[config.mk]
export PLATFORM = sky130hd
export DESIGN_NAME = pisq_accum
export DESIGN_NICKNAME = d
export VERILOG_FILES = /design/src/rtl/core/pisq_pkg.sv /design/src/rtl/core/pisq_accum.sv
export SDC_FILE = /design/constraint.sdc
export NUM_CORES = 1
export LEC_CHECK = 0
export BUFFER_PORTS_ARGS = -buffer_cell sky130_fd_sc_hd__clkbuf_2
export CAP_MARGIN = 20
export CELL_PAD_IN_SITES_DETAIL_PLACEMENT = 0
export CELL_PAD_IN_SITES_GLOBAL_PLACEMENT = 2
export CORE_AREA = 2 2 181 183
export CTS_CLUSTER_SIZE = 8
export DETAILED_ROUTE_END_ITERATION = 6
export DIE_AREA = 0 0 183 185
export PLACE_DENSITY_LB_ADDON = 0.1
export SKIP_CTS_REPAIR_TIMING = 1
export SYNTH_ARGS = -nofsm -noshare
export SYNTH_HDL_FRONTEND = slang
export SYNTH_SLANG_ARGS = --single-unit
[constraint.sdc]
create_clock -name clock -period 10 [get_ports clock]
set_clock_uncertainty 0.2 [all_clocks]
set_input_delay 1 -clock clock [delete_from_list [all_inputs] [get_ports clock]]
set_output_delay 1 -clock clock [all_outputs]
set_load 0.01 [all_outputs]
[src/rtl/core/pisq_pkg.sv]
`default_nettype none

package pisq_pkg;

   // Field widths
   localparam int PIXEL_W  = 8;
   localparam int AREA_W   = 24;
   localparam int SQ_W     = 36;
   localparam int WORD_W   = AREA_W + SQ_W;
   localparam int SQR_W    = 2 * PIXEL_W;

   // Configuration registers
   localparam int WIDTH_REG_W  = 11;
   localparam int HEIGHT_REG_W = 12;
   localparam int CSR_IDX_W    = 1;
   localparam int CSR_DATA_W   = 12;

   localparam logic [CSR_IDX_W-1:0] CSR_ROW_WIDTH    = 1'b0;
   localparam logic [CSR_IDX_W-1:0] CSR_FRAME_HEIGHT = 1'b1;

   localparam logic [WIDTH_REG_W-1:0]  ROW_WIDTH_RST    = 11'd640;
   localparam logic [HEIGHT_REG_W-1:0] FRAME_HEIGHT_RST = 12'd480;

   // Line buffer depth default
   localparam int DEF_MAX_WIDTH = 1024;

   // Per-pixel position flags from the position tracker
   typedef struct packed {
      logic above_valid;
      logic last_in_row;
      logic last_in_frame;
   } pos_flags_type;

endpackage

`default_nettype wire

[src/rtl/core/pisq_accum.sv]
`default_nettype none

module pisq_accum
   import pisq_pkg::*;
#(
   parameter int MAX_WIDTH = DEF_MAX_WIDTH
) (
   input  wire logic                          clock,
   input  wire logic                          reset,
   // accepted pixel
   input  wire logic                          load,
   input  wire logic [PIXEL_W-1:0]            pixel,
   input  wire logic [$clog2(MAX_WIDTH)-1:0]  col,
   input  wire pos_flags_type                 flags,
   output logic                               busy,
   // line buffer
   input  wire logic [WORD_W-1:0]             above_word,
   output logic                               wr_en,
   output logic      [$clog2(MAX_WIDTH)-1:0]  wr_addr,
   output logic      [WORD_W-1:0]             wr_data,
   // result register
   output logic                               out_valid,
   input  wire logic                          out_stall,
   output logic      [WORD_W-1:0]             out_word,
   output logic                               out_last_in_row,
   output logic                               out_last_in_frame
);

   localparam int CW = $clog2(MAX_WIDTH);

   logic                s1_valid_ff, s1_valid_in;
   logic [PIXEL_W-1:0]  s1_pixel_ff;
   logic [CW-1:0]       s1_col_ff;
   pos_flags_type       s1_flags_ff;

   logic [AREA_W-1:0]   run_sum_ff, run_sum_in;
   logic [SQ_W-1:0]     run_sq_ff, run_sq_in;

   logic                out_valid_ff, out_valid_in;
   logic [WORD_W-1:0]   out_word_ff;
   logic                out_row_ff;
   logic                out_frame_ff;

   logic                out_free;
   logic                s1_adv;
   logic [SQR_W-1:0]    pix_sq;
   logic [AREA_W-1:0]   sum_new;
   logic [SQ_W-1:0]     sq_new;
   logic [WORD_W-1:0]   above;
   logic [AREA_W-1:0]   area;
   logic [SQ_W-1:0]     sq;
   logic [WORD_W-1:0]   word;

   // Handshake between stage and result register
   assign out_free = !out_valid_ff || !out_stall;
   assign s1_adv   = s1_valid_ff && out_free;
   assign busy     = s1_valid_ff && !out_free;

   // Row accumulation plus the word from the row above
   assign pix_sq  = SQR_W'(s1_pixel_ff) * SQR_W'(s1_pixel_ff);
   assign sum_new = run_sum_ff + AREA_W'(s1_pixel_ff);
   assign sq_new  = run_sq_ff + SQ_W'(pix_sq);
   assign above   = s1_flags_ff.above_valid ? above_word : '0;
   assign area    = above[WORD_W-1:SQ_W] + sum_new;
   assign sq      = above[SQ_W-1:0] + sq_new;
   assign word    = {area, sq};

   always_comb begin
      s1_valid_in = s1_valid_ff;
      if (load) begin
         s1_valid_in = 1'b1;
      end else if (s1_adv) begin
         s1_valid_in = 1'b0;
      end
   end

   always_comb begin
      run_sum_in = run_sum_ff;
      run_sq_in  = run_sq_ff;
      if (s1_adv) begin
         run_sum_in = s1_flags_ff.last_in_row ? '0 : sum_new;
         run_sq_in  = s1_flags_ff.last_in_row ? '0 : sq_new;
      end
   end

   always_comb begin
      out_valid_in = out_valid_ff;
      if (s1_adv) begin
         out_valid_in = 1'b1;
      end else if (!out_stall) begin
         out_valid_in = 1'b0;
      end
   end

   // Control state
   always_ff @(posedge clock) begin
      if (reset) begin
         s1_valid_ff  <= 1'b0;
         out_valid_ff <= 1'b0;
         run_sum_ff   <= '0;
         run_sq_ff    <= '0;
      end else begin
         s1_valid_ff  <= s1_valid_in;
         out_valid_ff <= out_valid_in;
         run_sum_ff   <= run_sum_in;
         run_sq_ff    <= run_sq_in;
      end
   end

   // Stage payload
   always_ff @(posedge clock) begin
      if (load) begin
         s1_pixel_ff <= pixel;
         s1_col_ff   <= col;
         s1_flags_ff <= flags;
      end
   end

   // Result payload
   always_ff @(posedge clock) begin
      if (s1_adv) begin
         out_word_ff  <= word;
         out_row_ff   <= s1_flags_ff.last_in_row;
         out_frame_ff <= s1_flags_ff.last_in_frame;
      end
   end

   assign wr_en             = s1_adv;
   assign wr_addr           = s1_col_ff;
   assign wr_data           = word;
   assign out_valid         = out_valid_ff;
   assign out_word          = out_word_ff;
   assign out_last_in_row   = out_row_ff;
   assign out_last_in_frame = out_frame_ff;

endmodule

`default_nettype wire

==> results of run 1 <==
==> where the power goes <==
part	switching, mW	internal, mW
registers	0.0323	0.771
clock network	0.270	0.340
logic	1.40	0.922
total	1.71	2.03
==> flip-flops by register name, summed over array words and instances (netlist names), 3 cells and up <==
register,count
s1_pixel_ff,8
run_sq_ff,36
out_word,60
wr_addr,10
run_sum_ff,24
s1_flags_ff,3
==> per-layer routing <==
layer / routed length, µm / track usage
met5: 0 / 0
met4: 307 / 0.0477
met3: 892 / 0.0287
met2: 14700 / 0.320
met1: 13700 / 0.228
==> area by class of cell <==
class / instances / area share
clock buffers: 18 / 0.0327
clock inverters: 14 / 0.00905
inverters: 93 / 0.0268
multi-input cells: 891 / 0.519
flip-flops and latches: 145 / 0.284
well taps: 408 / 0.0389
repair buffers: 229 / 0.0892
==> per-stage QoR <==
stage	instances	setup WS (ps)
3_3_place_gp	1765	1350
6_report	1798	852
5_1_grt	1798	281
3_5_place_dp	1765	1320
2_1_floorplan	1166	1930
4_1_cts	1797	785
==> cell usage in the layout, fill, tap and decap left out, types with 27 or more instances in the layout <==
master	count
fa_1	40
a21oi_1	79
inv_1	92
xnor2_1	70
o21ai_0	55
edfxtp_1	83
and2_1	79
nand2_1	62
a21o_1	30
a22oi_1	27
nor2_1	82
dfxtp_1	62
xor2_1	42
clkbuf_2	219
ha_1	110
==> final timing paths <==
check | cells after the start | end | startpoint | slack (ps)
worst max register to register | 28 | out_word[35] | s1_pixel_ff[1] | 2250
worst min register to register | 0 | out_last_in_frame | s1_flags_ff[0] | 230
worst min-delay path | 0 | out_last_in_frame | s1_flags_ff[0] | 230
worst max-delay path | 29 | wr_data[35] | s1_pixel_ff[1] | 850
==> cells by family after synthesis <==
| group | Yosys count | share of synthesized area |
|---|---|---|
| adders and majority gates | 150 | 0.197 |
| and+or+nand+nor | 338 | 0.158 |
| AOI/OAI and AO/OA | 289 | 0.170 |
| buffers and inverters | 130 | 0.0442 |
| xor gates and xnor gates | 113 | 0.0910 |
| DFF | 145 | 0.338 |
| muxes | 1 | 0.000907 |
==> critical path, delay by kind of cell, from the launching register on <==
kind | cells | cell delay, ps
compound gates | 12 | 2800
xor+xnor | 2 | 380
fa+ha+maj | 6 | 2660
buf+inv | 5 | 380
flops | 1 | 580
simple gates | 4 | 700
==> metrics.txt, run 1 <==
Starting DRT DRC Count=393; drt pass-1 iters=4; post-synthesis sequential area ratio=0.338; P per Cell Area=285 mW/mm²; Crit path largest cell delay=580 ps; Filler cells=3,309; Cell variety after synth=63; syn nets=1,401; GRT Total Usage=0.180; Worst-path clk slew=60 ps; CTS root buffer=clkbuf_16; most common cell in the netlist=ha_1; Routed wire per std cell=16.5 µm; status=finished, final reports clean; layout cells sized above 1=0.197; LEAKAGE=6.14 nW; ranking of synthesized cells by area=edfxtp_1, ha_1, dfxtp_1; initial antenna violation count=0; core area=0.0320 mm²; Placed Area=0.0126 mm²; row count=66; Worst-Margin Slew=753 ps; Max Freq=0.109 GHz; Peak VDD IR=0.413 mV; main flop type after synthesis=edfxtp_1; max cap viols=0; max_slew headroom=0.498; worst skew pair latency=440 ps; class of the worst hold path=flip-flop to flip-flop; final wirelength=29,600 µm; CTS tree=done; Die ar.=0.0339 mm²; maximum clock path buffer count=2; synthesized area=0.0110 mm²; Residual DRC=0; vias in the first global route=9,133; post-route ant nets=0; fin area=0.0131 mm²; multi-input logic area=0.00682 mm²; startpoint type of the worst setup path=flip-flop; # setup viols final=0; Antenna Cells=0; RSZ-0062 raised after global routing=no; YS warnings=0; Slew Viols, Final=0; Post-synth ARST share=0; final hold vios=0; Die W=183 µm; CP max stage cell=edfxtp_1; Post-Synthesis Cells=1,166; Final min period=9150 ps; Worst EP required=8800 ps; hpwl dp=22,700 µm; via/cell ratio=4.97; overall power after layout=3.74 mW; Synth top area share=0.226; Post-synth EDFFs=83; synth cell count leaders=ha_1, inv_1, edfxtp_1, nor2_1; total CTS buffers=17; FF/Latch Area=0.00373 mm²; syn avg cell area=9.47 µm²; fin crit share=0.915; H-tree Lvls=4; Initial Util=0.344; CP max FO=10; CP endpoint kind=output port; DIE HEIGHT=185 µm; first-pass GRT wire length=47,800 µm; Boundary Pins=220; critical path data arrival time=7950 ps; crit path kind=flip-flop to output port; largest net degree at the start of global routing=61; Layout area overhead=19.0%; post-layout util=0.410; worst hold slack=226 ps; PortBufs=219; total negative setup slack=0 ps; Total Nets Final=1,612; via count=8,937; post-synth top area cell=edfxtp_1; synthesis-stage register bit count=145; routability cong.=0.839; Clock Sink Count=145; GR Overflow Total=0
No activity file was read; power rests on OpenSTA's default activity.
==> inputs of run 2 (changes only) <==
==> constraint.sdc (replaced) <==
create_clock -name clock -period 10 [get_ports clock]
set_clock_uncertainty 0.2 [all_clocks]
set_input_delay 0.5 -clock clock [delete_from_list [all_inputs] [get_ports clock]]
set_output_delay 0.5 -clock clock [all_outputs]
set_load 0.01 [all_outputs]
==> metrics.txt, run 2 (synthesis gave the netlist of run 1 again) <==
final wirelength=29,800 µm; CP max FO=12; Filler cells=3,316; FF-to-FF path depth=29; final hold vios=0; CTS tree=done; crit path kind=flip-flop to output port; via/cell ratio=4.97; critical path data arrival time=7840 ps; Starting DRT DRC Count=367; Total Nets Final=1,609; maximum clock path buffer count=2; Worst Hold Launch=flags[1]; Clock Sink Count=145; total CTS buffers=17; final worst slack=1460 ps; Boundary Pins=220; first-pass GRT wire length=47,900 µm; CP max stage cell=edfxtp_1; drt pass-1 iters=5; core area=0.0320 mm²; H-tree Lvls=4; initial antenna violation count=0; layout cells sized above 1=0.195; CTS root buffer=clkbuf_16; Comb pwr share=0.617; Placed Area=0.0126 mm²; Sw Share=0.453; LEAKAGE=6.14 nW; Initial Util=0.344; PortBufs=219; vias in the first global route=9,105; DIE HEIGHT=185 µm; via count=8,923; Worst EP required=9300 ps; hold path endpoint=s1_flags_ff[1]; R2R setup slack=2370 ps; overall power after layout=3.76 mW; RR Endpoint=out_word[35]; clock share of power=0.169; routability cong.=0.843; most common cell after layout, fill and taps aside=clkbuf_2; Layout area overhead=19.0%; largest net degree at the start of global routing=56; Antenna Cells=0; Int Pwr=2.06 mW; Residual DRC=0; FF/Latch Area=0.00373 mm²; GRT Total Usage=0.181; CP endpoint kind=output port; fin area=0.0131 mm²; Max Freq=0.117 GHz; Crit path largest cell delay=590 ps; Worst-path clk slew=70 ps; max cap viols=0; Slew Viols, Final=0; sequential power share=0.214; Routed wire per std cell=16.6 µm; P per Cell Area=286 mW/mm²; most frequent cells in the layout=clkbuf_2, ha_1, inv_1; Largest register FFs=60; Switch Pwr=1.70 mW; status=finished, final reports clean; multi-input logic area=0.00682 mm²; RSZ-0062 raised after global routing=no; startpoint type of the worst setup path=flip-flop; # setup viols final=0; Peak VDD IR=0.404 mV; row count=66; Worst Setup Slack post-DPL=1890 ps; worst skew pair latency=440 ps; Hold Path Stages=1; post-route ant nets=0; post-layout util=0.410; Die W=183 µm; hpwl dp=22,700 µm; GR Overflow Total=0; Die ar.=0.0339 mm²; class of the worst hold path=input pin to flip-flop; total negative setup slack=0 ps; worst flop-to-flop path startpoint=s1_pixel_ff[1]; Worst-Margin Slew=1000 ps; Final min period=8540 ps; fin crit share=0.854; max_slew headroom=0.331
-- run 2: cell count changes in the layout (fill, tap and decap cells not counted), sizes merged --
cell      delta
buf          -3
bufinv       +1
clkbuf       -1
clkinv       +1
clkinvlp     -1
-- run 2: worst max path at each step --
| stage | slack (ps) | from | end |
|---|---|---|---|
| final | 1460 | s1_pixel_ff[1] | wr_data[35] |
| after global routing | 850 | s1_pixel_ff[1] | wr_data[35] |
| after CTS | 1370 | s1_pixel_ff[1] | wr_data[35] |
| after detailed placement | 1890 | s1_pixel_ff[1] | wr_data[35] |
| after global placement | 2000 | s1_pixel_ff[2] | wr_data[35] |
| after floorplan | 2430 | s1_pixel_ff[1] | wr_data[35] |
-- run 2: area by class of cell --
type / count / area share
inverters: 93 / 0.0268
multi-input cells: 891 / 0.519
clock buffers: 17 / 0.0324
flip-flops and latches: 145 / 0.284
well taps: 408 / 0.0389
repair buffers: 226 / 0.0874
clock inverters: 15 / 0.0110
-- run 2: power by group through the flow --
stage                     registers (mW)  clock network, mW  logic (mW)
after floorplan                    0.831                  0        1.59
after global placement             0.818                  0        2.36
after detailed placement           0.820                  0        2.35
after CTS                          0.808              0.662        2.37
after global routing               0.814              0.679        2.61
final                              0.806              0.634        2.32
-- run 2: layer usage --
metal / track usage / routed length (µm) / up-vias
li1: - / - / 4546
met1: 0.227 / 13600 / 4178
met2: 0.320 / 14800 / 173
met3: 0.0277 / 908 / 26
met4: 0.0557 / 437 / 0
met5: 0 / 0 / -
-- run 2: stage by stage --
stage,cells,hold WS (ps)
after floorplan,1166,200
after CTS,1795,-3.02
after global routing,1795,2.60
final,1795,31.3
after detailed placement,1763,205
after global placement,1763,202
-- run 2: worst max-delay path, delay by kind of cell (launching register included) --
family / cells / cell delay [ps]
buffers and inverters: 6 / 580
adders and majority gates: 6 / 2650
DFF: 1 / 590
AOI/OAI and AO/OA: 12 / 2520
and+or+nand+nor: 4 / 680
xor gates and xnor gates: 2 / 350
==> inputs of run 3 (changes only) <==
- CORE_AREA: 2 2 181 183 -> 3 3 167 201
- DIE_AREA: 0 0 183 185 -> 0 0 170 204
==> metrics.txt, run 3 (synthesis gave the netlist of run 1 again) <==
PortBufs=219; Largest register FFs=60; Residual DRC=0; RSZ-0062 raised after global routing=no; Filler cells=3,261; Peak VDD IR=0.261 mV; critical path data arrival time=7800 ps; Final min period=8500 ps; Total Nets Final=1,610; via/cell ratio=5.00; row count=71; RR Endpoint=out_word[35]; GR Overflow Total=0; CP endpoint kind=output port; FF-to-FF path depth=29; class of the worst hold path=input pin to flip-flop; worst flop-to-flop path startpoint=s1_pixel_ff[1]; DIE HEIGHT=204 µm; Die ar.=0.0347 mm²; Starting DRT DRC Count=404; H-tree Lvls=4; Routed wire per std cell=16.8 µm; CP max stage cell=edfxtp_1; maximum clock path buffer count=2; routability cong.=0.850; GRT met1 Usage=0.211; max_slew headroom=0.307; CTS tree=done; Worst Hold Launch=pixel[0]; Worst-Margin Slew=1040 ps; hold path endpoint=s1_pixel_ff[0]; fin crit share=0.850; Clock Sink Count=145; drt pass-1 iters=4; layout cells sized above 1=0.196; vias in the first global route=9,343; worst skew pair latency=440 ps; P per Cell Area=285 mW/mm²; Antenna Cells=0; Slew Viols, Final=0; max cap viols=0; startpoint type of the worst setup path=flip-flop; final wirelength=30,100 µm; crit path kind=flip-flop to output port; CP max FO=12; Hold Path Stages=1; GRT Total Usage=0.176; post-layout util=0.415; Worst EP required=9300 ps; overall power after layout=3.75 mW; Boundary Pins=220; total CTS buffers=17; GRT met2 Usage=0.328; Worst-path clk slew=70 ps; grt peak-use layer=met2; largest net degree at the start of global routing=61; most frequent cells in the layout=clkbuf_2, ha_1, inv_1; final hold vios=0; CTS root buffer=clkbuf_16; post-route ant nets=0; most common cell after layout, fill and taps aside=clkbuf_2; met3 global-route usage=0.0308; # setup viols final=0; LEAKAGE=6.14 nW; first-pass GRT wire length=48,800 µm; Crit path largest cell delay=570 ps; Initial Util=0.349; via count=8,942; hpwl dp=23,000 µm; Layout area overhead=18.9%; status=finished, final reports clean; R2R setup slack=2390 ps; total negative setup slack=0 ps; Die W=170 µm; Max Freq=0.118 GHz; initial antenna violation count=0; core area=0.0316 mm²
==> run 3: worst max-delay path, delay by kind of cell, from the launching register on <==
family	cells	cell delay [ps]
simple gates	4	650
buf+inv	6	600
flops	1	570
compound gates	12	2510
xor+xnor	2	350
fa+ha+maj	6	2680
==> run 3: worst max-delay path by stage <==
stage	startpoint	to	slack, ps
after detailed placement	s1_pixel_ff[1]	wr_data[35]	1910
after global placement	s1_pixel_ff[1]	wr_data[35]	2040
final	s1_pixel_ff[1]	wr_data[35]	1500
after CTS	s1_pixel_ff[1]	wr_data[35]	1400
after global routing	s1_pixel_ff[1]	wr_data[35]	820
after floorplan	s1_pixel_ff[1]	wr_data[35]	2430
==> run 3: final cells by class <==
cell class / instances / area, µm² / area share
clock buffers: 17 / 425 / 0.0324
clock inverters: 15 / 135 / 0.0103
flip-flops and latches: 145 / 3730 / 0.284
inverters: 93 / 352 / 0.0268
well taps: 401 / 502 / 0.0382
multi-input cells: 891 / 6820 / 0.520
repair buffers: 227 / 1160 / 0.0881
==> run 3: power breakdown <==
group	total [mW]	switching, mW	internal [mW]
registers	0.802	0.0315	0.770
logic	2.32	1.39	0.923
clock network	0.628	0.284	0.344
total	3.75	1.71	2.04
==> run 3: stage by stage <==
step                cell area [µm²]  setup WS, ps  instances  hold slack [ps]
floorplan                     11000          2430       1166              200
global placement              12600          2040       1757              203
detailed placement            12600          1910       1757              221
CTS                           13100          1400       1789             9.57
global route                  13100           821       1789             5.75
finish                        13100          1500       1789             34.5
==> run 3: per-layer routing <==
layer	wire length [µm]	vias up
met5	0	-
met4	351	0
met3	961	19
met2	15900	160
met1	12900	4235
li1	-	4528
