===== config.mk =====
export PLATFORM = sky130hd
export DESIGN_NAME = pisq_pos
export DESIGN_NICKNAME = d
export VERILOG_FILES = /design/src/rtl/core/pisq_pkg.sv /design/src/rtl/core/pisq_pos.sv
export SDC_FILE = /design/constraint.sdc
export NUM_CORES = 1
export LEC_CHECK = 0
export BUFFER_PORTS_ARGS = -buffer_cell sky130_fd_sc_hd__buf_2
export CAP_MARGIN = 20
export CORE_UTILIZATION = 30
export CTS_CLUSTER_SIZE = 24
export DETAILED_ROUTE_END_ITERATION = 7
export GPL_TIMING_DRIVEN = 0
export PLACE_DENSITY_LB_ADDON = 0.25
export RECOVER_POWER = 25
export SKIP_LAST_GASP = 1
export SLEW_MARGIN = 20
export SYNTH_ARGS = -nofsm -noshare
export SYNTH_HDL_FRONTEND = slang
export SYNTH_SLANG_ARGS = --single-unit

===== constraint.sdc =====
create_clock -name clock -period 8.4 [get_ports clock]
set_input_delay 2.1 -clock clock [delete_from_list [all_inputs] [get_ports clock]]
set_output_delay 2.1 -clock clock [all_outputs]
set_load 0.02 [all_outputs]

===== src/rtl/core/pisq_pkg.sv =====
`default_nettype none

package pisq_pkg;

   // Field widths
   localparam int PIXEL_W  = 8;
   localparam int AREA_W   = 24;
   localparam int SQ_W     = 36;
   localparam int WORD_W   = AREA_W + SQ_W;
   localparam int SQR_W    = 2 * PIXEL_W;

   // Configuration registers
   localparam int WIDTH_REG_W  = 11;
   localparam int HEIGHT_REG_W = 12;
   localparam int CSR_IDX_W    = 1;
   localparam int CSR_DATA_W   = 12;

   localparam logic [CSR_IDX_W-1:0] CSR_ROW_WIDTH    = 1'b0;
   localparam logic [CSR_IDX_W-1:0] CSR_FRAME_HEIGHT = 1'b1;

   localparam logic [WIDTH_REG_W-1:0]  ROW_WIDTH_RST    = 11'd640;
   localparam logic [HEIGHT_REG_W-1:0] FRAME_HEIGHT_RST = 12'd480;

   // Line buffer depth default
   localparam int DEF_MAX_WIDTH = 1024;

   // Per-pixel position flags from the position tracker
   typedef struct packed {
      logic above_valid;
      logic last_in_row;
      logic last_in_frame;
   } pos_flags_type;

endpackage

`default_nettype wire


===== src/rtl/core/pisq_pos.sv =====
`default_nettype none

module pisq_pos
   import pisq_pkg::*;
#(
   parameter int MAX_WIDTH = DEF_MAX_WIDTH
) (
   input  wire logic                             clock,
   input  wire logic                             reset,
   input  wire logic                             advance,
   input  wire logic [WIDTH_REG_W-1:0]           row_width,
   input  wire logic [HEIGHT_REG_W-1:0]          frame_height,
   output logic      [$clog2(MAX_WIDTH)-1:0]     col,
   output pos_flags_type                         flags
);

   localparam int CW   = $clog2(MAX_WIDTH);
   localparam int CMPW = (CW + 1 > WIDTH_REG_W) ? CW + 1 : WIDTH_REG_W;
   localparam int RCW  = HEIGHT_REG_W + 1;

   logic [CW-1:0]           col_ff, col_in;
   logic [HEIGHT_REG_W-1:0] row_ff, row_in;
   logic [CMPW-1:0]         width_eff;
   logic [CMPW-1:0]         col_next;
   logic [RCW-1:0]          height_eff;
   logic [RCW-1:0]          row_next;
   logic                    row_end;
   logic                    frame_end;

   // Effective geometry: zero acts as one, width clamps to buffer depth
   always_comb begin
      if (row_width == '0) begin
         width_eff = CMPW'(1);
      end else if (CMPW'(row_width) > CMPW'(MAX_WIDTH)) begin
         width_eff = CMPW'(MAX_WIDTH);
      end else begin
         width_eff = CMPW'(row_width);
      end
      height_eff = (frame_height == '0) ? RCW'(1) : RCW'(frame_height);
   end

   assign col_next  = CMPW'(col_ff) + CMPW'(1);
   assign row_next  = RCW'(row_ff) + RCW'(1);
   assign row_end   = (col_next >= width_eff);
   assign frame_end = row_end && (row_next >= height_eff);

   // Position counters step once per accepted pixel
   always_comb begin
      col_in = col_ff;
      row_in = row_ff;
      if (advance) begin
         if (row_end) begin
            col_in = '0;
            row_in = frame_end ? '0 : row_next[HEIGHT_REG_W-1:0];
         end else begin
            col_in = col_next[CW-1:0];
         end
      end
   end

   always_ff @(posedge clock) begin
      if (reset) begin
         col_ff <= '0;
         row_ff <= '0;
      end else begin
         col_ff <= col_in;
         row_ff <= row_in;
      end
   end

   assign col                 = col_ff;
   assign flags.above_valid   = (row_ff != '0);
   assign flags.last_in_row   = row_end;
   assign flags.last_in_frame = frame_end;

endmodule

`default_nettype wire


==> results.py, run 1 <==
metrics = {
    "run_status": {
        "outcome": "finished with violations",
        "violations": "design-rule violations",
    },
    "place": {
        "gp_congestion": 0.842,
        "hpwl_mm": 3.88,
        "pre_cts_ws_ns": 1.88,
        "port_buffers": 37,
    },
    "global_routing": {
        "gr-total-overflow": 0,
        "grt_pass1_vias": 1830,
        "grt_start_max_net_pins": 12,
        "grt_first_pass_wirelength_mm": 8.65,
        "gr-usage-all-layers_pct": 14.9,
        "antenna_found_initial": 0,
    },
    "timing": {
        "slew_violations": 0,
        "fin_skew_ns": 0.00764,
        "fin_setup_tns_ns": 0,
        "relSlewSlack_pct": 55.7,
        "finalSetupViolations": 0,
        "final-hold-violation-count": 0,
        "worst-slew-pin-transition_ns": 0.660,
        "fin_ws_ns": 1.84,
        "min_period_over_period_pct": 78.1,
        "fmax_ghz": 0.152,
        "rsz0062_at_grt": "false",
        "post-route-min-period_ns": 6.56,
    },
    "clock_tree": {
        "cts_setup_buffers": 0,
        "cts_tree": "built",
        "post_cts_resized": 0,
        "cts_buffer_depth": 2,
        "hold_buffers": 0,
        "cts_buffers": 3,
        "cts_sinks": 22,
        "insertion_delay_ns": 0.26,
        "cts_max_level": 1,
        "cts_root_buf": "clkbuf_8",
        "clk_pin_slew_ns": 0.07,
    },
    "die": {
        "core_um2": 6420,
        "initial_core_util_pct": 31.3,
        "fp.dieH_um": 83.8,
        "num_rows": 29,
        "dieWidth_um": 83.8,
        "pin_count": 39,
        "fp.dieArea_um2": 7030,
    },
    "setup_path": {
        "critPathMostFrequentCell": "buf_2",
        "crit_chain": "buf_2 -> nor4_1 -> a31oi_1 -> nor2_1 -> ha_1 -> nand3_1 -> nor3_1 -> or3_1 -> buf_2 -> nor2_2 -> nor2_1 -> buf_4 -> buf_2",
        "worstSetupStartpointType": "input pin",
        "cp_max_fo": 8,
        "worstPathRequired_ns": 6.30,
        "critPathArrivalTime_ns": 4.46,
        "setup.worst_path.class": "input pin to primary output",
        "critPathSlowestCell": "nor4_1",
        "max_stage_delay_ns": 0.38,
        "critPathCaptureType": "primary output",
        "r2r_slack_ns": 4.48,
    },
    "power_and_ir_drop": {
        "p_sw_uw": 76.4,
        "power_frac_seq_pct": 44.6,
        "power_density_nw_per_um2": 107,
        "p_sw_share_pct": 30.8,
        "clkPwrFrac_pct": 26.3,
        "fin_total_pwr_uw": 248,
        "intPower_uw": 171,
        "pwr-share-comb_pct": 29.1,
        "vdd_drop_max_mv": 0.0566,
        "power_leakage_uw": 0.00110,
    },
    "synth": {
        "synthesis.instances": 260,
        "synth_nets": 312,
        "synthArstFlopShare_pct": 0,
        "synth_most_common_cell": "nand2_1",
        "yosys-top-cells-area": "dfxtp_1 22%, ha_1 16%, nand2_1 6.4%, inv_1 4.1%, xor2_1 3.9%",
        "synth_seq_cells": 22,
        "yosysSeqAreaShare_pct": 21.9,
        "synth_area_leader_cell": "dfxtp_1",
        "syn_area_um2": 2010,
        "syn_avg_cell_area_um2": 7.73,
        "synth_cell_types": 53,
        "synth_edf_count": 0,
        "yosysWarnings": 0,
        "synth_top_cell_area_share_pct": 21.9,
        "ys_top_cells_by_count": "34 x nand2_1, 26 x ha_1, 22 x dfxtp_1, 22 x inv_1, 15 x nand3_1",
        "yosys_most_used_dff": "dfxtp_1",
    },
    "final_layout": {
        "drive_above_1_share_pct": 18.0,
        "area_delta_synth_final_pct": 15.6,
        "nNetsFinal": 354,
        "diodes": 0,
    },
    "detailed_routing": {
        "drt_pass1_iterations": 6,
        "drc_errors": 4,
        "vias_per_cell": 5.10,
        "vias": 1924,
        "postRouteAntennaNets": 0,
        "drtIter0Drc": 94,
        "wl_per_cell_um": 13.0,
        "wl_mm": 4.89,
    },
    "min_path": {
        "hold_path.class": "flop to flop",
    },
    "job": {
        "max_cap_violations": 0,
    },
}
## flip-flops by register name (all words and copies together) (netlist names)
register  count
row_ff       12
col          10
## power by group through the flow
| stage | Combinational [µW] | Sequential [µW] | Clock [µW] |
|---|---|---|---|
| floorplan | 50.6 | 113 | 0 |
| global placement | 71.2 | 113 | 0 |
| CTS | 72.8 | 110 | 68.7 |
| detailed placement | 72.3 | 113 | 0 |
| finish | 72.2 | 110 | 65.2 |
| global route | 82.5 | 111 | 72.7 |
## layout make-up
type | instances | area, µm²
plain buffers | 12 | 83.8
clock buffers | 3 | 41.3
well taps | 77 | 96.3
multi-input cells | 203 | 1400
flip-flops and latches | 22 | 440
inverters | 23 | 86.3
repair buffers | 37 | 175
fillers | 675 | 4100
## metrics by stage
stage / cell area (µm²) / util, % / hold slack (ns) / instances
4_1_cts: 2330 / 36.3 / 0.518 / 377
2_1_floorplan: 2010 / - / 0.482 / 260
5_1_grt: 2320 / 36.2 / 0.553 / 377
3_3_place_gp: 2290 / 35.7 / 0.503 / 374
3_5_place_dp: 2290 / 35.7 / 0.500 / 374
6_report: 2320 / 36.2 / 0.516 / 377
## worst max-delay path: cells and delay by family
| family | cells | cell delay, ns |
|---|---|---|
| adder cells (fa/ha/maj) | 1 | 0.23 |
| buffers and inverters | 4 | 0.57 |
| AND/OR/NAND/NOR | 7 | 1.41 |
| AO/OA/AOI/OAI | 1 | 0.14 |
## path summary, 6_finish.rpt
| check | endpoint | start | depth (start not counted) |
|---|---|---|---|
| max | flags[0] | row_width[2] | 13 |
| max reg2reg | row_ff[8] | row_ff[0] | 15 |
| min reg2reg | col[1] | col[1] | 2 |
| min | col[1] | col[1] | 2 |
## routing by layer
layer	share of wire, %	GRT usage [%]
met4	1.0	2.35
met2	45	24.0
met3	2.6	2.87
met1	51	21.0
met5	0	0
## kinds of logic after synthesis
group / after synthesis / synth area share (%)
adder cells (fa/ha/maj): 26 / 16.2
AO/OA/AOI/OAI: 54 / 19.2
buffers and inverters: 35 / 8.47
XOR/XNOR: 15 / 6.54
flip-flops: 22 / 21.9
AND/OR/NAND/NOR: 108 / 27.6
## cell usage in the layout (no fill, tap or decap), types with 2 or more instances in the layout
master    synthesis  routed
buf_6             3       3
a22o_1            7       7
a31oi_1           2       2
buf_2             4      33
inv_1            22      22
nor4_1           10      10
xnor2_1           6       6
nand4_1           4       4
nand2b_1          2       2
nand3_1          15      15
or3_1             5       5
o22ai_1           3       3
nand2_1          34      34
ha_1             26      26
nor2_1           14      14
dfxtp_1          22      22
o31ai_1           2       2
o21ai_0           4       4
clkbuf_1          2      10
clkbuf_8          0       3
buf_4             3       3
a21oi_1          14      14
nor3_1           12      12
xor2_1            9       9
a21o_1            2       2
o21bai_1          5       5
Note: power is estimated with default switching activity, not from simulation.
==> run 2: changes to the inputs <==
==> constraint.sdc (replaced) <==
create_clock -name clock -period 5.6 [get_ports clock]
set_input_delay 1.4 -clock clock [delete_from_list [all_inputs] [get_ports clock]]
set_output_delay 1.4 -clock clock [all_outputs]
set_load 0.02 [all_outputs]
==> run 2 against run 1 <==
  * Clock skew fell by 0.00088 ns
  * First-iteration DRC count is 5.3% lower
  * Largest cell class unchanged
  * The run still ends with design-rule violations left
  * Hold slack improved by 0.00083 ns
  * Die area did not move
  * Clock power rose by 53%
  * Worst setup slack worse by 1.4 ns
  * Total power rose by 51%
==> results.py, run 2 (synthesis gave the netlist of run 1 again) <==
metrics = {
    "timing": {
        "worst-slew-pin-transition_ns": 0.534,
        "fin_skew_ns": 0.00676,
        "fmax_ghz": 0.194,
        "final-hold-violation-count": 0,
        "finalSetupViolations": 0,
        "relSlewSlack_pct": 64.4,
        "slew_violations": 0,
        "min_period_over_period_pct": 92.1,
        "fin_ws_ns": 0.441,
        "fin_setup_tns_ns": 0,
        "rsz0062_at_grt": "false",
        "post-route-min-period_ns": 5.16,
    },
    "final_layout": {
        "largest_register_ffs": 12,
        "final_cell_mix": "34 x nand2_1, 33 x buf_2, 26 x ha_1, 22 x inv_1, 22 x dfxtp_1",
        "finalNonFillerCells": 377,
        "nNetsFinal": 354,
        "largest_register": "row_ff",
        "final_util_pct": 36.2,
        "diodes": 0,
        "area_delta_synth_final_pct": 15.8,
        "layout_commonest_cell": "nand2_1",
        "drive_above_1_share_pct": 18.3,
    },
    "die": {
        "pin_count": 39,
        "initial_core_util_pct": 31.3,
        "fp.dieArea_um2": 7030,
        "core_um2": 6420,
        "fp.dieH_um": 83.8,
        "num_rows": 29,
        "dieWidth_um": 83.8,
    },
    "clock_tree": {
        "cts_max_level": 1,
        "cts_tree": "built",
        "cts_buffers": 3,
        "cts_buffer_depth": 2,
        "insertion_delay_ns": 0.26,
        "cts_sinks": 22,
        "cts_root_buf": "clkbuf_8",
        "clk_pin_slew_ns": 0.08,
        "post_cts_resized": 0,
        "cts_setup_buffers": 0,
        "hold_buffers": 0,
    },
    "detailed_routing": {
        "wl_per_cell_um": 13.1,
        "top_layer": "met4",
        "wl_met2_mm": 2.26,
        "wl_met3_um": 155,
        "wl_met1_mm": 2.48,
        "drt_pass1_iterations": 6,
        "drtIter0Drc": 89,
        "vias": 1955,
        "wl_mm": 4.95,
        "postRouteAntennaNets": 0,
        "vias_per_cell": 5.19,
        "drc_errors": 4,
    },
    "run_status": {
        "violations": "design-rule violations",
        "outcome": "finished with violations",
    },
    "global_routing": {
        "grt_first_pass_wirelength_mm": 8.65,
        "antenna_found_initial": 0,
        "grt_pass1_vias": 1830,
        "grt_start_max_net_pins": 12,
        "gr-total-overflow": 0,
        "gr-usage-all-layers_pct": 14.9,
    },
    "power_and_ir_drop": {
        "power_density_nw_per_um2": 160,
        "clkPwrFrac_pct": 26.7,
        "intPower_uw": 257,
        "fin_total_pwr_uw": 373,
        "p_sw_uw": 116,
        "power_frac_seq_pct": 44.3,
        "vdd_drop_max_mv": 0.0860,
        "pwr-share-comb_pct": 29.0,
        "power_leakage_uw": 0.00110,
        "p_sw_share_pct": 31.1,
    },
    "place": {
        "dp_cells": 374,
        "pre_cts_ws_ns": 0.476,
        "gp_congestion": 0.842,
        "hpwl_mm": 3.88,
        "port_buffers": 37,
    },
    "setup_path": {
        "critPathCaptureType": "primary output",
        "worstPathRequired_ns": 4.20,
        "worstSetupStartpointType": "input pin",
        "setup.worst_path.class": "input pin to primary output",
        "cp_max_fo": 8,
        "critPathArrivalTime_ns": 3.76,
    },
    "min_path": {
        "hold_path.class": "flop to flop",
    },
    "job": {
        "max_cap_violations": 0,
    },
}
-- run 2: cell counts in the layout (fill, tap and decap cells not counted) --
No cell type changed its count.
-- run 2: routing by layer --
metal,up-vias,GRT usage (%)
met4,0,2.35
met5,-,0
met3,6,2.87
li1,1018,-
met1,897,21.0
met2,34,24.0
-- run 2: path summary, 6_finish.rpt --
kind                                   to  slack (ns)         start  depth (start not counted)
worst max-delay path             flags[0]        0.44  row_width[2]                         13
worst min-delay path               col[1]        0.52        col[1]                          2
worst max register to register  row_ff[8]        1.67     row_ff[0]                         15
worst min register to register     col[1]        0.52        col[1]                          2
-- run 2: power groups by stage --
stage                     Sequential, µW  Combinational (µW)  Clock [µW]
after global placement               169                 107           0
after detailed placement             169                 109           0
after global routing                 167                 124         109
after floorplan                      170                75.8           0
after CTS                            166                 109         103
final                                166                 108        99.6
-- run 2: area by class of cell --
| class | count | area, µm² |
|---|---|---|
| Clock buffer | 3 | 41.3 |
| Inverter | 23 | 86.3 |
| Tap cell | 77 | 96.3 |
| Multi-Input combinational cell | 203 | 1400 |
| Timing Repair Buffer | 37 | 175 |
| Buffer | 12 | 83.8 |
| Sequential cell | 22 | 440 |
| Fill cell | 675 | 4100 |
-- run 2: worst max-delay path: stages --
cell and delay (ns):
buf_2 0.10, nor4_1 0.38, a31oi_1 0.14, nor2_1 0.12
ha_1 0.23, nand3_1 0.08, nor3_1 0.05, or3_1 0.29
buf_2 0.18, nor2_2 0.38, nor2_1 0.11, buf_4 0.14
buf_2 0.15
-- run 2: through the flow --
| stage | area (µm²) | hold WS [ns] |
|---|---|---|
| final | 2330 | 0.517 |
| after global routing | 2330 | 0.557 |
| after floorplan | 2010 | 0.482 |
| after detailed placement | 2290 | 0.500 |
| after global placement | 2290 | 0.503 |
| after CTS | 2330 | 0.518 |
==> run 3: changes to the inputs <==
--- a/config.mk
+++ b/config.mk
@@ -5,12 +5,16 @@
 export SDC_FILE = /design/constraint.sdc
 export NUM_CORES = 1
 export LEC_CHECK = 0
+export ABC_AREA = 1
 export BUFFER_PORTS_ARGS = -buffer_cell sky130_fd_sc_hd__buf_2
 export CAP_MARGIN = 20
+export CELL_PAD_IN_SITES_DETAIL_PLACEMENT = 0
+export CELL_PAD_IN_SITES_GLOBAL_PLACEMENT = 1
 export CORE_UTILIZATION = 30
 export CTS_CLUSTER_SIZE = 24
 export DETAILED_ROUTE_END_ITERATION = 7
 export GPL_TIMING_DRIVEN = 0
+export MAX_ROUTING_LAYER = met4
 export PLACE_DENSITY_LB_ADDON = 0.25
 export RECOVER_POWER = 25
 export SKIP_LAST_GASP = 1
==> run 3 against run 2 <==
  * The flow now finishes without violations
  * Hold slack worse by 0.0023 ns
  * Sequential cell count unchanged
  * Via count up 0.36%
  * Sequential share of layout area down 1.0 points
  * Routed wire length down 3.1%
  * Worst setup slack better by 0.30 ns
  * Clock power up 15%
  * Combinational power down 46%
  * Largest power group unchanged
==> results.py, run 3 <==
metrics = {
    "synth": {
        "synth_top_cell_area_share_pct": 20.9,
        "yosys_most_used_dff": "dfxtp_1",
        "ys_top_cells_by_count": "77 x nand2_1, 43 x inv_1, 26 x ha_1, 23 x nor2_1, 22 x dfxtp_1",
        "synth_seq_cells": 22,
        "synthesis.instances": 303,
        "syn_area_um2": 2110,
        "synth_edf_count": 0,
        "synth_most_common_cell": "nand2_1",
        "syn_avg_cell_area_um2": 6.96,
        "synth_cell_types": 31,
        "yosysWarnings": 0,
        "synth_nets": 355,
        "synth_area_leader_cell": "dfxtp_1",
        "synthArstFlopShare_pct": 0,
        "yosysSeqAreaShare_pct": 20.9,
        "yosys-top-cells-area": "dfxtp_1 21%, ha_1 15%, nand2_1 14%, inv_1 7.7%, nand3_2 5.2%",
    },
    "die": {
        "fp.dieH_um": 85.8,
        "fp.dieArea_um2": 7370,
        "num_rows": 30,
        "pin_count": 39,
        "initial_core_util_pct": 31.0,
        "dieWidth_um": 85.8,
        "core_um2": 6790,
    },
    "final_layout": {
        "final_util_pct": 36.3,
        "largest_register_ffs": 12,
        "drive_above_1_share_pct": 22.3,
        "largest_register": "row_ff",
        "finalNonFillerCells": 441,
        "area_delta_synth_final_pct": 16.9,
        "final_cell_mix": "77 x nand2_1, 43 x inv_1, 31 x buf_2, 26 x ha_1, 23 x nor2_1",
        "nNetsFinal": 398,
        "nFillCells": 763,
        "layout_commonest_cell": "nand2_1",
        "diodes": 0,
    },
    "setup_path": {
        "r2r_slack_ns": 2.66,
        "critPathMostFrequentCell": "nand2_1",
        "setup.worst_path.class": "input pin to primary output",
        "r2r_end": "row_ff[8]",
        "critPathSlowestCell": "nor4_1",
        "reg2regPathDepth": 17,
        "max_stage_delay_ns": 0.31,
        "cp_max_fo": 9,
        "critPathCaptureType": "primary output",
        "worstSetupStartpointType": "input pin",
        "worstPathRequired_ns": 4.20,
        "r2r-start": "col[0]",
        "crit_chain": "buf_2 -> nor4_1 -> nand3_1 -> nand2_1 -> nand2_1 -> ha_1 -> a21oi_1 -> nand2_1 -> nand2_1 -> nand3_1 -> nor2_2 -> inv_2 -> buf_4 -> buf_2",
        "critPathArrivalTime_ns": 3.46,
    },
    "clock_tree": {
        "hold_buffers": 0,
        "clk_pin_slew_ns": 0.08,
        "cts_root_buf": "clkbuf_8",
        "cts_max_level": 1,
        "cts_setup_buffers": 0,
        "cts_tree": "built",
        "cts_sinks": 22,
        "cts_buffer_depth": 2,
        "insertion_delay_ns": 0.26,
        "post_cts_resized": 0,
        "cts_buffers": 3,
    },
    "place": {
        "gp_congestion": 0.787,
        "port_buffers": 38,
        "dp_cells": 437,
        "hpwl_mm": 4.05,
        "pre_cts_ws_ns": 0.741,
    },
    "global_routing": {
        "grt_pass1_vias": 1855,
        "gr-usage-all-layers_pct": 14.6,
        "grt_start_max_net_pins": 13,
        "gr-total-overflow": 0,
        "grt_first_pass_wirelength_mm": 8.31,
        "antenna_found_initial": 0,
    },
    "power_and_ir_drop": {
        "clkPwrFrac_pct": 34.4,
        "p_sw_share_pct": 27.0,
        "vdd_drop_max_mv": 0.0798,
        "p_sw_uw": 90.0,
        "power_density_nw_per_um2": 135,
        "power_leakage_uw": 0.00118,
        "fin_total_pwr_uw": 334,
        "power_frac_seq_pct": 48.2,
        "pwr-share-comb_pct": 17.4,
        "intPower_uw": 244,
    },
    "detailed_routing": {
        "drc_errors": 0,
        "wl_mm": 4.79,
        "postRouteAntennaNets": 0,
        "wl_per_cell_um": 10.9,
        "drt_pass1_iterations": 4,
        "vias_per_cell": 4.45,
        "vias": 1962,
        "drtIter0Drc": 66,
    },
    "min_path": {
        "hold_path.class": "flop to flop",
        "min_path_cells": 2,
        "min_from": "col[1]",
        "min_to": "col[1]",
    },
    "run_status": {
        "outcome": "finished, final reports clean",
    },
    "timing": {
        "finalSetupViolations": 0,
        "fin_setup_tns_ns": 0,
        "worst-slew-pin-transition_ns": 0.657,
        "slew_violations": 0,
        "final-hold-violation-count": 0,
        "fin_skew_ns": 0.00465,
        "post-route-min-period_ns": 4.86,
        "fmax_ghz": 0.206,
        "min_period_over_period_pct": 86.8,
        "relSlewSlack_pct": 56.2,
        "fin_ws_ns": 0.739,
        "rsz0062_at_grt": "false",
    },
    "job": {
        "max_cap_violations": 0,
    },
}
==> run 3: cell count changes in the layout (fill, tap and decap cells not counted), moves of 4 or more <==
cell	change
nand2_1	+43
nor3_1	-7
a22o_1	-7
a21oi_2	+9
nor2_4	+4
nand3_2	+10
inv_1	+21
nand2_2	+5
or3_1	-5
nor2_1	+9
nor4_1	-4
a21oi_1	+6
==> run 3: kinds of logic (layout without fill, tap and decap cells) <==
| group | Yosys count | in the layout | share of synthesized area, % |
|---|---|---|---|
| buffers and inverters | 52 | 94 | 10.6 |
| adder cells (fa/ha/maj) | 26 | 26 | 15.4 |
| AND/OR/NAND/NOR | 150 | 150 | 34.7 |
| AO/OA/AOI/OAI | 39 | 39 | 11.8 |
| XOR/XNOR | 14 | 14 | 6.53 |
| flip-flops | 22 | 22 | 20.9 |
==> run 3: layer usage <==
metal,vias up,track usage (%),share of wire [%]
li1,1064,-,-
met1,868,17.9,48
met2,28,25.7,49
met3,2,1.73,2.1
met4,0,3.18,0.86
met5,-,-,0
==> run 3: per-stage QoR <==
| step | area [µm²] | hold slack [ns] |
|---|---|---|
| 6_report | 2460 | 0.515 |
| 4_1_cts | 2470 | 0.503 |
| 3_3_place_gp | 2420 | 0.493 |
| 3_5_place_dp | 2420 | 0.490 |
| 2_1_floorplan | 2110 | 0.480 |
| 5_1_grt | 2460 | 0.533 |
==> run 3: cell type report <==
class / count / area (µm²) / area share, %
plain buffers: 8 / 58.8 / 2.39
clock buffers: 4 / 55.1 / 2.23
inverters: 44 / 165 / 6.70
multi-input cells: 229 / 1440 / 58.6
flip-flops and latches: 22 / 440 / 17.9
well taps: 96 / 120 / 4.88
repair buffers: 38 / 180 / 7.31
==> run 3: worst max-delay path by stage <==
stage	startpoint	slack (ns)	end	cells after the start
final	row_width[8]	0.74	flags[1]	14
after CTS	row_width[8]	0.74	flags[1]	14
after floorplan	row_width[4]	1.21	flags[1]	11
after global routing	row_width[8]	0.49	flags[1]	14
after global placement	row_width[8]	0.73	flags[1]	13
after detailed placement	frame_height[8]	0.74	flags[0]	15
==> run 3: power by group through the flow <==
stage | Sequential, µW | Combinational [µW] | Clock (µW)
after floorplan | 165 | 35.1 | 0
after global placement | 165 | 58.5 | 0
after detailed placement | 165 | 59.3 | 0
after CTS | 161 | 59.5 | 121
after global routing | 161 | 66.9 | 128
final | 161 | 58.0 | 115
==> run 3: critical path: cells and delay by family <==
family	cells	cell delay (ns)
buffers and inverters	4	0.45
adder cells (fa/ha/maj)	1	0.30
AND/OR/NAND/NOR	8	1.15
AO/OA/AOI/OAI	1	0.15
